<file path="config.mk">
export PLATFORM = sky130hd
export DESIGN_NAME = hlgp_chan_pipe
export DESIGN_NICKNAME = d
export VERILOG_FILES = /design/src/rtl/hlgp_pkg.sv /design/src/rtl/hlgp_chan_pipe.sv
export SDC_FILE = /design/constraint.sdc
export NUM_CORES = 2
export LEC_CHECK = 0
export BUFFER_PORTS_ARGS = -buffer_cell sky130_fd_sc_hd__buf_2
export CORE_ASPECT_RATIO = 0.9
export CORE_UTILIZATION = 48
export CTS_CLUSTER_DIAMETER = 40
export DETAILED_ROUTE_END_ITERATION = 10
export PLACE_DENSITY = 0.66
export SLEW_MARGIN = 25
export SYNTH_ARGS = -nofsm -noshare
export SYNTH_HDL_FRONTEND = slang
export SYNTH_SLANG_ARGS = --single-unit
export TNS_END_PERCENT = 5
</file>
<file path="constraint.sdc">
create_clock -name clk_i -period 8.2 [get_ports clk_i]
set_clock_uncertainty 0.05 [all_clocks]
set_input_delay 1.23 -clock clk_i [delete_from_list [all_inputs] [get_ports clk_i]]
set_output_delay 1.23 -clock clk_i [all_outputs]
set_load 0.02 [all_outputs]
</file>
<file path="src/rtl/hlgp_pkg.sv">
// Shared types, constants and the gamma threshold table of the HDR to LDR pack core.
package hlgp_pkg;

  localparam int unsigned ACC_W   = 32;
  localparam int unsigned SCALE_W = 32;
  localparam int unsigned PROD_W  = ACC_W + SCALE_W;
  localparam int unsigned FRAC_SH = 24;
  localparam int unsigned Q_W     = 17;
  localparam int unsigned CODE_W  = 8;
  localparam int unsigned NUM_STG = CODE_W + 1;
  localparam int unsigned CFG_IDX_W = 8;
  localparam int unsigned BIG_W   = 192;

  localparam logic [CODE_W-1:0] ALPHA_CODE = 8'hFF;
  localparam logic [Q_W-1:0]    Q_SAT      = 17'h10000;

  typedef enum logic [CFG_IDX_W-1:0] {
    REG_NORM_SCALE  = 8'd0,
    REG_IMAGE_READY = 8'd1
  } cfg_reg_e;

  typedef logic [NUM_STG-1:0] stg_vec_t;
  typedef logic [(1 << CODE_W)-1:0][Q_W-1:0] thr_t;

  // Entry c is the smallest q with q^5 * 255^11 >= c^11 * 2^80, which is
  // ceil(65536 * (c/255)^2.2) computed exactly with wide integers.
  function automatic thr_t gen_thr();
    thr_t             t;
    logic [BIG_W-1:0] k255;
    logic [BIG_W-1:0] rhs;
    logic [BIG_W-1:0] lhs;
    logic [Q_W:0]     lo;
    logic [Q_W:0]     hi;
    logic [Q_W:0]     mid;
    k255 = BIG_W'(1);
    for (int i = 0; i < 11; i++) begin
      k255 = k255 * BIG_W'(255);
    end
    for (int c = 0; c < (1 << CODE_W); c++) begin
      rhs = BIG_W'(1);
      for (int i = 0; i < 11; i++) begin
        rhs = rhs * BIG_W'(c);
      end
      rhs = rhs << 80;
      lo = '0;
      hi = (Q_W + 1)'(Q_SAT);
      for (int it = 0; it < Q_W + 1; it++) begin
        if (lo < hi) begin
          mid = (lo + hi) >> 1;
          lhs = k255;
          for (int i = 0; i < 5; i++) begin
            lhs = lhs * BIG_W'(mid);
          end
          if (lhs >= rhs) begin
            hi = mid;
          end else begin
            lo = mid + (Q_W + 1)'(1);
          end
        end
      end
      t[c] = lo[Q_W-1:0];
    end
    return t;
  endfunction

  localparam thr_t THR = gen_thr();

endpackage

</file>
<file path="src/rtl/hlgp_chan_pipe.sv">
// Datapath of one color channel: scale multiply followed by an eight-stage bisection.
module hlgp_chan_pipe (
  input  logic                            clk_i,
  input  hlgp_pkg::stg_vec_t              ld_i,
  input  logic [hlgp_pkg::ACC_W-1:0]      acc_i,
  input  logic [hlgp_pkg::SCALE_W-1:0]    scale_i,
  output logic [hlgp_pkg::CODE_W-1:0]     code_o
);
  import hlgp_pkg::*;

  logic [PROD_W-1:0] prod_q;
  logic [Q_W-1:0]    q_first;
  logic [Q_W-1:0]    q_q    [CODE_W-1];
  logic [CODE_W-1:0] code_q [CODE_W];

  always_ff @(posedge clk_i) begin
    if (ld_i[0]) begin
      prod_q <= PROD_W'(acc_i) * PROD_W'(scale_i);
    end
  end

  // Anything at or above 1.0 after normalizing saturates; the top table
  // entry equals the saturated value, so the search then lands on 255.
  assign q_first = (|prod_q[PROD_W-1:FRAC_SH+16]) ? Q_SAT
                                                   : {1'b0, prod_q[FRAC_SH+15:FRAC_SH]};

  for (genvar k = 0; k < CODE_W; k++) begin : g_step
    logic [Q_W-1:0]    q_cur;
    logic [CODE_W-1:0] prev;
    logic [CODE_W-1:0] cand;
    logic [CODE_W-1:0] code_d;

    if (k == 0) begin : g_head
      assign q_cur = q_first;
      assign prev  = '0;
    end else begin : g_body
      assign q_cur = q_q[k-1];
      assign prev  = code_q[k-1];
    end

    assign cand   = prev | (CODE_W'(1) << (CODE_W - 1 - k));
    assign code_d = (q_cur >= THR[cand]) ? cand : prev;

    always_ff @(posedge clk_i) begin
      if (ld_i[k+1]) begin
        code_q[k] <= code_d;
      end
    end

    if (k < CODE_W - 1) begin : g_qreg
      always_ff @(posedge clk_i) begin
        if (ld_i[k+1]) begin
          q_q[k] <= q_cur;
        end
      end
    end
  end

  assign code_o = code_q[CODE_W-1];

endmodule

</file>
==> metrics <==
most instantiated library cell after synthesis=inv_1; final hold violations=0; Top FF cell, synth=edfxtp_1; number of max-slew violations in the final report=0; share of synthesized cell area in full adder, half adder and majority cells=between 50 and 60%; period utilization=between 90 and 100%; largest net degree at the start of global routing=76; Worst Max-Slew Pin Slew=about 980 ps; CTS tree=yes; Critical Path End Type=flip-flop; total buffers and inverters traversed by the critical path=8; number of nets in the layout=6480; number of instances in the synthesized netlist=between 4000 and 5000; die height=approximately 300 um; Die X-Extent=328 um; Std-Cell Rows=~110; count of flip-flops with a built-in enable after synthesis=between 150 and 200; wire length of the first global-routing pass=between 150000 and 200000 um; WP depth=27; Synth cell types=77; Root Buffer Master=clkbuf_16; clock buffers created by TritonCTS=17; clock edge transition at the registers on the reported setup and hold paths=roughly 80 ps; number of max-cap violations=0; RSZ-0062 raised after global routing=yes; Critical Path Source Type=primary input; cell taking the most area after synthesis=fa_1; Worst Path Max Fanout=10; critical register-to-register path startpoint=code_q[1][18]; setup slack of the critical path after layout=between 70 and 80 ps; basic-gate share of the synthesized area counting and, or, nand and nor cells=roughly 17%; dominant cell type by count on the critical path=fa_1; Cell Area, Placed=~0.050 mm2; post-layout instance count excluding filler cells=roughly 6400; status=finished with violations; final standard cell area without fillers=just over 0.05 mm2; clock tree sinks=slightly below 200; number of I/O pins=slightly above 80; DR pass1 iterations=9; dominant cells by area after synthesis=fa_1 (39%), edfxtp_1 (13%), ha_1 (11%), and2_1 (8.3%), inv_1 (7.5%); Worst Reg-to-Reg Cells=19; final RePlAce weighted congestion=between 0.9 and 1; port bufs=just over 80; starting density of the core=slightly below 50%; share of synthesized area occupied by flip-flops and latches=between 10 and 15%; path type of the worst min-delay path=flip-flop to flip-flop; average wire per standard cell=between 15 and 20 um; Post-CTS Hold Buffers=0; gr ovfl total=0; Clock Tree Buf Depth=2; Crit path required time=approximately 8400 ps; Placeable Area=0.0948 mm2; portion of netlist area occupied by mux cells=less than 1%; number of setup violations in the final report=0; async set-or-reset flop fraction in the synthesized netlist=0%; min cycle time layout=8120 ps; Clock Latency Late Sink=around 460 ps; Cell Area, Synth=about 0.046 mm2; routed vias/inst=between 5 and 6; H-Tree Level Count=4; largest family of logic cells by synthesized area=adder cells; number of global-route vias before repair=36000; RR Endpoint=code_q[1][24]; # DRC=16; top cell types by occurrence after synthesis=inv_1 (922), fa_1 (895), and2_1 (608); HPWL after detailed placement=just under 100000 um; Routed Wire Length=approximately 120000 um; highest-delay cell along the critical path=fa_2; proportion of layout cells with a drive suffix above 1=10.4%; Critical Path Source=acc_i[15]; violation count after the first detailed-routing iteration=2430; Fmax achieved=123 MHz; total placed cells including tap cells=approximately 6300; die area=0.0971 mm2; Yosys Warn Count=0; antenna violations before repair=5; worst endpoint data arrival time=~8300 ps; syn avg cell area=9.26 um2; Tot GR Track Use=around a quarter; number of storage elements in the synthesis netlist=slightly below 200; Layout area overhead=9.90%; Hold Startpoint=q_q[0][16]; kind of critical path=primary input to flip-flop; stage delay of the slowest cell on the critical path=approximately 580 ps; total nets after synthesis=between 6000 and 7000; area share of the leading cell type in the synthesized netlist=between 30% and 40%; post-placement worst setup slack=-719 ps; Top delay family on crit path=adder cells; worst setup path endpoint=prod_q[58]; fraction of the mapped netlist area in compound gates=between 8 and 9%; post-synthesis share of cell area spent on xor and xnor gates=0.970%; remaining antenna violation count=0; via count of the routed design=34300; Worst R2R Setup Slack=2870 ps; max-slew headroom at the worst pin=around a third; violated checks=DRC
[cells in the final DEF (no fill, tap or decap), types with 17 or more instances in the layout]
cell type and instances:
inv_1 920, fa_1 887, and2_1 606, nand2_1 601
ha_1 401, buf_4 334, edfxtp_1 195, a21oi_1 171
o21ai_0 129, nor2_1 126, buf_2 59, a21o_1 53
nand3_1 39, nand4_1 36, nor3_1 33, a31oi_1 31
xnor2_1 31, o211ai_1 24, nor2b_1 24, o21a_1 22
nand2b_1 21, a211oi_1 20, xor2_1 20, clkbuf_16 18
nor4_1 17
[sequential cells by signal, indices dropped and copies added (netlist names)]
register and count:
q_q 119, prod_q 40, code_q 36
[kinds of logic after synthesis]
kind of cell | Yosys count
mux | 20
simple gates | 1544
fa+ha+maj | 1303
buf+inv | 1235
compound gates | 622
flops | 195
xor+xnor | 51
[area by class of cell]
type	instances	area, um2
clock inverters	15	218
multi-input cells	3540	35800
fillers	8646	44200
well taps	1253	1570
repair buffers	424	3260
clock buffers	17	425
diodes	5	12.5
inverters	925	3470
flip-flops and latches	195	5860
[metrics by stage]
step	TNS, ps	hold WS, ps	utilization, %
2_1_floorplan	0	367	-
3_3_place_gp	-11510	390	52.3
3_5_place_dp	-14100	386	52.3
4_1_cts	-63.0	406	53.0
5_1_grt	-792	412	53.4
6_report	0	406	53.4
[worst min path at each step]
stage                  to  slack, ps  cells past startpoint
2_1_floorplan   q_q[1][0]        370                      0
3_3_place_gp    q_q[6][0]        390                      0
3_5_place_dp   q_q[1][16]        390                      0
4_1_cts        q_q[1][16]        410                      0
5_1_grt         q_q[6][0]        410                      0
6_report       q_q[1][16]        410                      0
[routing by layer]
metal / share of wire [%] / vias to the layer above / global-route usage (%)
met1: 42 / 17400 / 33.6
met4: 3.0 / 0 / 7.04
met2: 50 / 945 / 43.0
met5: 0 / - / 0
met3: 5.1 / 196 / 2.66
li1: - / 15800 / -
[timing repair]
action                                  4_1_cts  5_1_grt
endpoints found under the setup margin       13       25
buffers inserted                              2        1
gates resized for setup                      16       73
pin swaps                                    10       38
cloned                                        0        1
Power is left out: the tool's default activity adds up to more than one toggle a clock period on the data nets, which glitch-free logic cannot reach.
